`config.mk`:
```
export PLATFORM = sky130hd
export DESIGN_NAME = best_fit_bin_packer
export DESIGN_NICKNAME = d
export VERILOG_FILES = /design/src/rtl/bfbp_pkg.sv /design/src/rtl/bfbp_ram.sv /design/src/rtl/bfbp_ctrl.sv /design/src/rtl/bfbp_dp.sv /design/src/rtl/best_fit_bin_packer.sv
export SDC_FILE = /design/constraint.sdc
export NUM_CORES = 1
export LEC_CHECK = 0
export ABC_AREA = 1
export BUFFER_PORTS_ARGS = -buffer_cell sky130_fd_sc_hd__buf_2
export CELL_PAD_IN_SITES_DETAIL_PLACEMENT = 1
export CELL_PAD_IN_SITES_GLOBAL_PLACEMENT = 2
export CORE_UTILIZATION = 39
export DETAILED_ROUTE_END_ITERATION = 7
export PLACE_DENSITY_LB_ADDON = 0.1
export RECOVER_POWER = 100
export SYNTH_ARGS = -nofsm -noshare
export SYNTH_HDL_FRONTEND = slang
export SYNTH_HIERARCHICAL = 1
export SYNTH_SLANG_ARGS = --single-unit
```
`constraint.sdc`:
```
create_clock -name i_clk -period 4.4 [get_ports i_clk]
set_input_delay 0 -clock i_clk [delete_from_list [all_inputs] [get_ports i_clk]]
set_output_delay 0 -clock i_clk [all_outputs]
set_load 0.01 [all_outputs]
```
`src/rtl/bfbp_pkg.sv`:
```
package bfbp_pkg;

    localparam int SIZE_W = 16;
    localparam int CNT_W  = 7;
    localparam int IDX_W  = 6;
    localparam int STAT_W = 2;

    localparam logic [SIZE_W-1:0] CAP_RESET = 16'd100;
    localparam logic [CNT_W-1:0]  CNT_MAX   = 7'd127;

    // result status codes
    localparam logic [STAT_W-1:0] ST_PLACED   = 2'd0;
    localparam logic [STAT_W-1:0] ST_OVERSIZE = 2'd1;
    localparam logic [STAT_W-1:0] ST_NO_ROOM  = 2'd2;

    typedef enum logic [2:0] {
        S_IDLE,
        S_SCAN,
        S_DRAIN,
        S_DONE
    } t_state;

    // controller to datapath
    typedef struct packed {
        logic cfg_wr;
        logic start;
        logic scan;
        logic commit;
    } t_cmd;

    // datapath to controller
    typedef struct packed {
        logic scan_last;
        logic out_free;
    } t_sts;

endpackage

```
`src/rtl/bfbp_ram.sv`:
```
module bfbp_ram #(
    parameter int WIDTH = 16,
    parameter int DEPTH = 64
) (
    input  logic                     i_clk,
    input  logic                     i_we,
    input  logic [$clog2(DEPTH)-1:0] i_waddr,
    input  logic [WIDTH-1:0]         i_wdata,
    input  logic [$clog2(DEPTH)-1:0] i_raddr,
    output logic [WIDTH-1:0]         o_rdata
);

    logic [WIDTH-1:0] r_mem [DEPTH];
    logic [WIDTH-1:0] r_rdata;

    always_ff @(posedge i_clk) begin
        if (i_we) begin
            r_mem[i_waddr] <= i_wdata;
        end
        r_rdata <= r_mem[i_raddr];
    end

    assign o_rdata = r_rdata;

endmodule

```
`src/rtl/bfbp_ctrl.sv`:
```
module bfbp_ctrl (
    input  logic          i_clk,
    input  logic          i_rst_n,
    input  logic          i_in_valid,
    input  logic          i_cfg_valid,
    input  bfbp_pkg::t_sts i_sts,
    output bfbp_pkg::t_cmd o_cmd,
    output logic          o_in_stall,
    output logic          o_cfg_ready
);
    import bfbp_pkg::*;

    t_state r_state;
    t_state n_state;

    always_ff @(posedge i_clk) begin
        if (!i_rst_n) begin
            r_state <= S_IDLE;
        end else begin
            r_state <= n_state;
        end
    end

    always_comb begin
        n_state     = r_state;
        o_cmd       = '0;
        o_in_stall  = 1'b1;
        o_cfg_ready = 1'b0;
        case (r_state)
            S_IDLE: begin
                o_in_stall   = 1'b0;
                o_cfg_ready  = 1'b1;
                o_cmd.cfg_wr = i_cfg_valid;
                if (i_in_valid) begin
                    o_cmd.start = 1'b1;
                    n_state     = S_SCAN;
                end
            end
            S_SCAN: begin
                o_cmd.scan = 1'b1;
                if (i_sts.scan_last) begin
                    n_state = S_DRAIN;
                end
            end
            S_DRAIN: begin
                n_state = S_DONE;
            end
            S_DONE: begin
                if (i_sts.out_free) begin
                    o_cmd.commit = 1'b1;
                    n_state      = S_IDLE;
                end
            end
            default: begin
                n_state = S_IDLE;
            end
        endcase
    end

endmodule

```
`src/rtl/bfbp_dp.sv`:
```
module bfbp_dp #(
    parameter int MAX_BINS = 64
) (
    input  logic                                i_clk,
    input  logic                                i_rst_n,
    input  bfbp_pkg::t_cmd                      i_cmd,
    output bfbp_pkg::t_sts                      o_sts,
    input  logic [bfbp_pkg::SIZE_W-1:0]         i_cfg_data,
    input  logic [bfbp_pkg::SIZE_W-1:0]         i_item_size,
    input  logic                                i_last_item,
    input  logic                                i_out_stall,
    output logic                                o_out_valid,
    output logic [bfbp_pkg::IDX_W-1:0]          o_bin_index,
    output logic [bfbp_pkg::CNT_W-1:0]          o_bins_used,
    output logic [bfbp_pkg::STAT_W-1:0]         o_status,
    output logic                                o_set_done
);
    import bfbp_pkg::*;

    localparam int AW = $clog2(MAX_BINS);
    localparam logic [AW-1:0] ADDR_LAST = AW'(MAX_BINS - 1);

    // configuration and set state
    logic [SIZE_W-1:0] r_cap,   n_cap;
    logic [AW:0]       r_fill,  n_fill;   // bins below this index have been written
    logic [CNT_W-1:0]  r_count, n_count;

    // item and scan state
    logic [SIZE_W-1:0] r_size,  n_size;
    logic              r_last,  n_last;
    logic [AW-1:0]     r_addr,  n_addr;
    logic              r_cmp_vld, n_cmp_vld;
    logic [AW-1:0]     r_cmp_idx, n_cmp_idx;
    logic              r_found, n_found;
    logic [AW-1:0]     r_best_idx, n_best_idx;
    logic [SIZE_W-1:0] r_best_val, n_best_val;

    // output register
    logic              r_out_valid, n_out_valid;
    logic [IDX_W-1:0]  r_out_idx,   n_out_idx;
    logic [CNT_W-1:0]  r_out_cnt,   n_out_cnt;
    logic [STAT_W-1:0] r_out_stat,  n_out_stat;
    logic              r_out_done,  n_out_done;

    logic [SIZE_W-1:0] rd_data;
    logic [SIZE_W-1:0] cand_val;
    logic              oversize;
    logic              placed;
    logic              ram_we;
    logic [SIZE_W-1:0] ram_wdata;
    logic [AW+IDX_W-1:0] best_wide;
    logic [CNT_W-1:0]  cnt_next;
    logic [STAT_W-1:0] stat_next;

    bfbp_ram #(
        .WIDTH (SIZE_W),
        .DEPTH (MAX_BINS)
    ) u_ram (
        .i_clk   (i_clk),
        .i_we    (ram_we),
        .i_waddr (r_best_idx),
        .i_wdata (ram_wdata),
        .i_raddr (r_addr),
        .o_rdata (rd_data)
    );

    // unwritten bins read as full capacity
    assign cand_val  = ({1'b0, r_cmp_idx} < r_fill) ? rd_data : r_cap;
    assign oversize  = r_size > r_cap;
    assign placed    = !oversize && r_found;
    assign ram_we    = i_cmd.commit && placed;
    assign ram_wdata = r_best_val - r_size;
    assign best_wide = {{IDX_W{1'b0}}, r_best_idx};

    always_comb begin
        cnt_next = r_count;
        if (placed && r_best_val == r_cap && r_size != '0 && r_count != CNT_MAX) begin
            cnt_next = r_count + 1'b1;
        end
        if (oversize) begin
            stat_next = ST_OVERSIZE;
        end else if (!r_found) begin
            stat_next = ST_NO_ROOM;
        end else begin
            stat_next = ST_PLACED;
        end
    end

    always_comb begin
        n_cap       = r_cap;
        n_fill      = r_fill;
        n_count     = r_count;
        n_size      = r_size;
        n_last      = r_last;
        n_addr      = r_addr;
        n_cmp_vld   = i_cmd.scan;
        n_cmp_idx   = r_addr;
        n_found     = r_found;
        n_best_idx  = r_best_idx;
        n_best_val  = r_best_val;
        n_out_valid = r_out_valid && i_out_stall;
        n_out_idx   = r_out_idx;
        n_out_cnt   = r_out_cnt;
        n_out_stat  = r_out_stat;
        n_out_done  = r_out_done;

        if (i_cmd.cfg_wr) begin
            n_cap   = i_cfg_data;
            n_fill  = '0;
            n_count = '0;
        end

        if (i_cmd.start) begin
            n_size  = i_item_size;
            n_last  = i_last_item;
            n_addr  = '0;
            n_found = 1'b0;
        end

        if (i_cmd.scan && r_addr != ADDR_LAST) begin
            n_addr = r_addr + 1'b1;
        end

        // strict less-than keeps the lowest index on ties
        if (r_cmp_vld && cand_val >= r_size && (!r_found || cand_val < r_best_val)) begin
            n_found    = 1'b1;
            n_best_idx = r_cmp_idx;
            n_best_val = cand_val;
        end

        if (i_cmd.commit) begin
            n_out_valid = 1'b1;
            n_out_idx   = placed ? best_wide[IDX_W-1:0] : '0;
            n_out_cnt   = cnt_next;
            n_out_stat  = stat_next;
            n_out_done  = r_last;
            n_count     = cnt_next;
            if (placed && {1'b0, r_best_idx} == r_fill) begin
                n_fill = r_fill + 1'b1;
            end
            if (r_last) begin
                n_fill  = '0;
                n_count = '0;
            end
        end
    end

    always_ff @(posedge i_clk) begin
        if (!i_rst_n) begin
            r_cap       <= CAP_RESET;
            r_fill      <= '0;
            r_count     <= '0;
            r_cmp_vld   <= 1'b0;
            r_out_valid <= 1'b0;
        end else begin
            r_cap       <= n_cap;
            r_fill      <= n_fill;
            r_count     <= n_count;
            r_cmp_vld   <= n_cmp_vld;
            r_out_valid <= n_out_valid;
        end
    end

    always_ff @(posedge i_clk) begin
        r_size     <= n_size;
        r_last     <= n_last;
        r_addr     <= n_addr;
        r_cmp_idx  <= n_cmp_idx;
        r_found    <= n_found;
        r_best_idx <= n_best_idx;
        r_best_val <= n_best_val;
        r_out_idx  <= n_out_idx;
        r_out_cnt  <= n_out_cnt;
        r_out_stat <= n_out_stat;
        r_out_done <= n_out_done;
    end

    assign o_sts.scan_last = r_addr == ADDR_LAST;
    assign o_sts.out_free  = !r_out_valid || !i_out_stall;

    assign o_out_valid = r_out_valid;
    assign o_bin_index = r_out_idx;
    assign o_bins_used = r_out_cnt;
    assign o_status    = r_out_stat;
    assign o_set_done  = r_out_done;

endmodule

```
`src/rtl/best_fit_bin_packer.sv`:
```
// channel   direction  handshake                  payload
// item      in         i_in_valid / o_in_stall    i_item_size, i_last_item
// result    out        o_out_valid / i_out_stall  o_bin_index, o_bins_used, o_status, o_set_done
// config    in         i_cfg_valid / o_cfg_ready  i_cfg_data (bin capacity)
//
// for each item the capacity table is read one bin a cycle through the single
// read port of the bin ram, then a drain state covers the last ram read, then
// the write-back and result load
// reset is synchronous; afterwards capacity is 100 and the set is empty, with no
// clearing pass: a fill count marks which bins have been written
// a waiting result sits in the output register, so the next word is taken while
// the result is stalled; the write-back waits only if that register is still full
module best_fit_bin_packer #(
    parameter int MAX_BINS = 64
) (
    input  logic                           i_clk,
    input  logic                           i_rst_n,
    // item channel
    input  logic                           i_in_valid,
    output logic                           o_in_stall,
    input  logic [bfbp_pkg::SIZE_W-1:0]    i_item_size,
    input  logic                           i_last_item,
    // result channel
    output logic                           o_out_valid,
    input  logic                           i_out_stall,
    output logic [bfbp_pkg::IDX_W-1:0]     o_bin_index,
    output logic [bfbp_pkg::CNT_W-1:0]     o_bins_used,
    output logic [bfbp_pkg::STAT_W-1:0]    o_status,
    output logic                           o_set_done,
    // configuration channel
    input  logic                           i_cfg_valid,
    output logic                           o_cfg_ready,
    input  logic [bfbp_pkg::SIZE_W-1:0]    i_cfg_data
);
    import bfbp_pkg::*;

    t_cmd cmd;
    t_sts sts;

    // sequencer: idle, scan of all bins, drain of the ram read, write-back
    bfbp_ctrl u_ctrl (
        .i_clk       (i_clk),
        .i_rst_n     (i_rst_n),
        .i_in_valid  (i_in_valid),
        .i_cfg_valid (i_cfg_valid),
        .i_sts       (sts),
        .o_cmd       (cmd),
        .o_in_stall  (o_in_stall),
        .o_cfg_ready (o_cfg_ready)
    );

    // bin table, best-fit compare, counters and output register
    bfbp_dp #(
        .MAX_BINS (MAX_BINS)
    ) u_dp (
        .i_clk       (i_clk),
        .i_rst_n     (i_rst_n),
        .i_cmd       (cmd),
        .o_sts       (sts),
        .i_cfg_data  (i_cfg_data),
        .i_item_size (i_item_size),
        .i_last_item (i_last_item),
        .i_out_stall (i_out_stall),
        .o_out_valid (o_out_valid),
        .o_bin_index (o_bin_index),
        .o_bins_used (o_bins_used),
        .o_status    (o_status),
        .o_set_done  (o_set_done)
    );

    // a new word starts a scan, so the next cycle is busy
    a_busy_after_accept: assert property (@(posedge i_clk) disable iff (!i_rst_n)
        (i_in_valid && !o_in_stall) |=> o_in_stall)
        else $error("item accepted while a scan was starting");

    // rejected items never report a bin
    a_index_zero_on_reject: assert property (@(posedge i_clk) disable iff (!i_rst_n)
        (o_out_valid && o_status != ST_PLACED) |-> (o_bin_index == '0))
        else $error("bin index set on a rejected item");

    // only bins that exist can be open
    a_count_bounded: assert property (@(posedge i_clk) disable iff (!i_rst_n)
        o_out_valid |-> (32'(o_bins_used) <= 32'(MAX_BINS)))
        else $error("bin count above bin total");

endmodule
```
==> flow_summary.toml <==
[floorplan]
start_util_pct = 39.5
rows = 128
core_um2 = 123000
die-area_um2 = 126000
die_y_um = 354
floorplan.die.width_um = 354
ios = 57

[logic_synthesis]
synth_fp_nets = 4386
synth_seq_cells = 1142
synth_top_area_share_pct = 67.3
async_reset_ff_share_pct = 0
synth_warnings = 6
synth_cells = 4272
synthFlopType = "edfxtp_1"
synth_area_um2 = 48400
synth_area_leader_cell = "edfxtp_1"
synth_enable_flop_cells = 1085
avgSynthCellArea_um2 = 11.3
seq_area_frac_synth_pct = 69.6
synth_area_leaders = "edfxtp_1 (67%), nand2_1 (11%), nand3_1 (9.2%)"
synth_cell_types = 47

[routing]
antenna_left = 0
drc_errors = 0
wirelength_um = 150000
vias_per_cell = 5.35
post_drt_wl_per_cell_um = 24.3
drtIter0Drc = 2620
num_vias = 33000
dr.pass1.iters = 5

[sta]
finalMaxSlewViolations = 596
timing.setup.tns_ns = 0
relSlewSlack_pct = -56.8
finalCritPeriodShare_pct = 91.3
fin_crit_ns = 4.02
fin_skew_ns = 0.0184
max_freq_mhz = 249
hold_viol_final = 0
finalSetupViolations = 0
rsz0062_at_grt = "false"
worst_slew_pin_slew_ns = 2.35

[critical_path]
crit_chain = "ha_1 -> fa_1 -> nand3b_1 -> nand2_1 -> inv_1 -> o21a_1 -> o21ai_0 -> xor2_4 -> buf_2"
cp_top_family = "buffers and inverters"
start_kind = "flop"
cp-end-kind = "flop"
slowest_stage = "buf_2"
required_ns = 4.75
crit_type = "flop to flop"
max_stage_delay_ns = 1.00
path_buf_inv = 2
path_max_fanout = 64
cp.arrival_ns = 4.37

[clocking]
clock_latency_ns = 0.76
clock-sinks = 1142
clk_pin_slew_ns = 0.06
htreeDepth = 4
clk_path_buf_depth = 3
cts_tree = "done"
cts_root_buf = "clkbuf_16"
cts_resized = 0
numCtsBuffers = 132

[run_status]
status = "finished, violations left"
violations = "max-capacitance violations, max-slew violations"

[pwr]
p_leak_nw = 20.4
p_per_area_nw_per_um2 = 691
vdd.ir_drop.worst_v = 0.000764
finalPower_mw = 38.2

[grt]
track_usage_pct = 23.9
grt_pass1_vias = 33900
grt_first_pass_wirelength_um = 223000
grt_overflow = 0
antenna_found_initial = 3
grt_max_degree = 173

[layout]
layoutNonFillerInstCount = 6174
n_fill_cell = 13100
drive_above_1_share_pct = 8.18
area_growth_pct = 14.2
fin_nets = 4560
mostFrequentLayoutCells = "nand2_1 (1,451), edfxtp_1 (1,085), nand3_1 (895)"
design_area_um2 = 55300
final_common_cell = "nand2_1"
fin_util_pct = 45.1

[placement]
placed_area_um2 = 51000
place_congestion = 0.806
dp_hpwl_um = 84900
io_buffer_count = 56
dp.cells = 5863

[worst_hold_path]
hold_class = "input pin to flop"

[run]
drv_cap = 10
==> registers in the layout (all words and copies together) (netlist names), 2 cells and up <==
signal and count:
u_dp/u_ram/r_mem 1024, u_dp/o_bins_used 7, u_ctrl/r_state 2, u_dp/u_ram/o_rdata 16, u_dp/r_size 16, u_dp/o_bin_index 6
u_dp/n_cmp_idx 6, u_dp/r_cmp_idx 6, u_dp/r_fill 7, u_dp/o_status 2, u_dp/r_count 7, u_dp/r_best_idx 6
u_dp/r_best_val 16, u_dp/r_cap 16
==> synthesized netlist by cell type (2+ instances only) <==
cell type and n:
a211oi_1 3, a21oi_1 82, a21oi_2 4, a31oi_1 2, buf_1 18, buf_2 114, buf_4 19, buf_6 49
clkbuf_1 35, dfxtp_1 57, edfxtp_1 1085, ha_1 75, inv_1 126, inv_2 7, nand2_1 1447, nand2_2 3
nand2_4 2, nand3_1 894, nand3b_1 2, nand4_1 26, nor2_1 115, nor3_1 9, nor4_1 10, o21a_1 3
o21ai_0 30, o21ai_1 3, o21ai_2 4, o22ai_1 3, xnor2_1 12, xor2_1 16
==> per-stage QoR <==
stage	worst slack (ns)	hold WS, ns
floorplan	0.151	0.0989
global placement	0.680	0.177
detailed placement	0.642	0.179
CTS	0.613	0.0386
global route	0.179	0.111
finish	0.384	0.0837
==> layout make-up <==
| type | count | area [µm²] | area share (%) |
|---|---|---|---|
| sequential | 1142 | 33700 | 61.0 |
| multi-input combinational | 2758 | 12800 | 23.2 |
| clock buffer | 170 | 3560 | 6.44 |
| timing repair buffer | 276 | 2090 | 3.77 |
| tap | 1625 | 2030 | 3.68 |
| clock inverter | 66 | 532 | 0.961 |
| inverter | 136 | 527 | 0.952 |
| antenna | 1 | 2.50 | 0.00452 |
==> worst min-delay path, cell delays in order <==
cell and delay (ns):
dlygate4sd3_1 0.52, buf_2 0.09, nand2_1 0.07, a21oi_1 0.12
==> what timing repair did <==
| action | in CTS | in global routing |
|---|---|---|
| hold endpoints to repair | 41 | 0 |
| setup buffers | 0 | 0 |
| hold buffers | 74 | 0 |
==> cells by family after synthesis <==
kind of cell	share of synthesized area, %
adder cells (fa/ha/maj)	1.98
AND/OR/NAND/NOR	22.2
buffers and inverters	4.13
XOR/XNOR	0.506
flip-flops	69.6
AO/OA/AOI/OAI	1.57
==> power by group <==
part | leakage (nW) | total [mW] | internal [mW] | switching [mW]
sequential | 10.2 | 14.4 | 14.2 | 0.239
clock | 2.00 | 10.5 | 6.07 | 4.42
combinational | 8.12 | 13.3 | 3.18 | 10.1
==> routing by layer <==
| layer | vias up | GRT usage [%] | routed length [µm] |
|---|---|---|---|
| li1 | 15300 | - | - |
| met1 | 17000 | 34.3 | 70400 |
| met2 | 624 | 38.6 | 70400 |
| met3 | 162 | 3.26 | 6490 |
| met4 | 0 | 5.47 | 2500 |
| met5 | - | 0 | 0 |
==> final timing paths <==
| kind | cells past startpoint | from | end | slack (ns) |
|---|---|---|---|---|
| hold / removal | 4 | i_out_stall | u_dp/o_out_valid | 0.08 |
| setup reg to reg | 9 | u_dp/r_size[0] | u_dp/u_ram/r_mem[28][14] | 0.38 |
| hold reg to reg | 0 | u_dp/r_cmp_idx[5] | u_dp/r_best_idx[5] | 0.43 |
| setup / recovery | 9 | u_dp/r_size[0] | u_dp/u_ram/r_mem[28][14] | 0.38 |
Note: power is estimated with default switching activity, not from simulation.
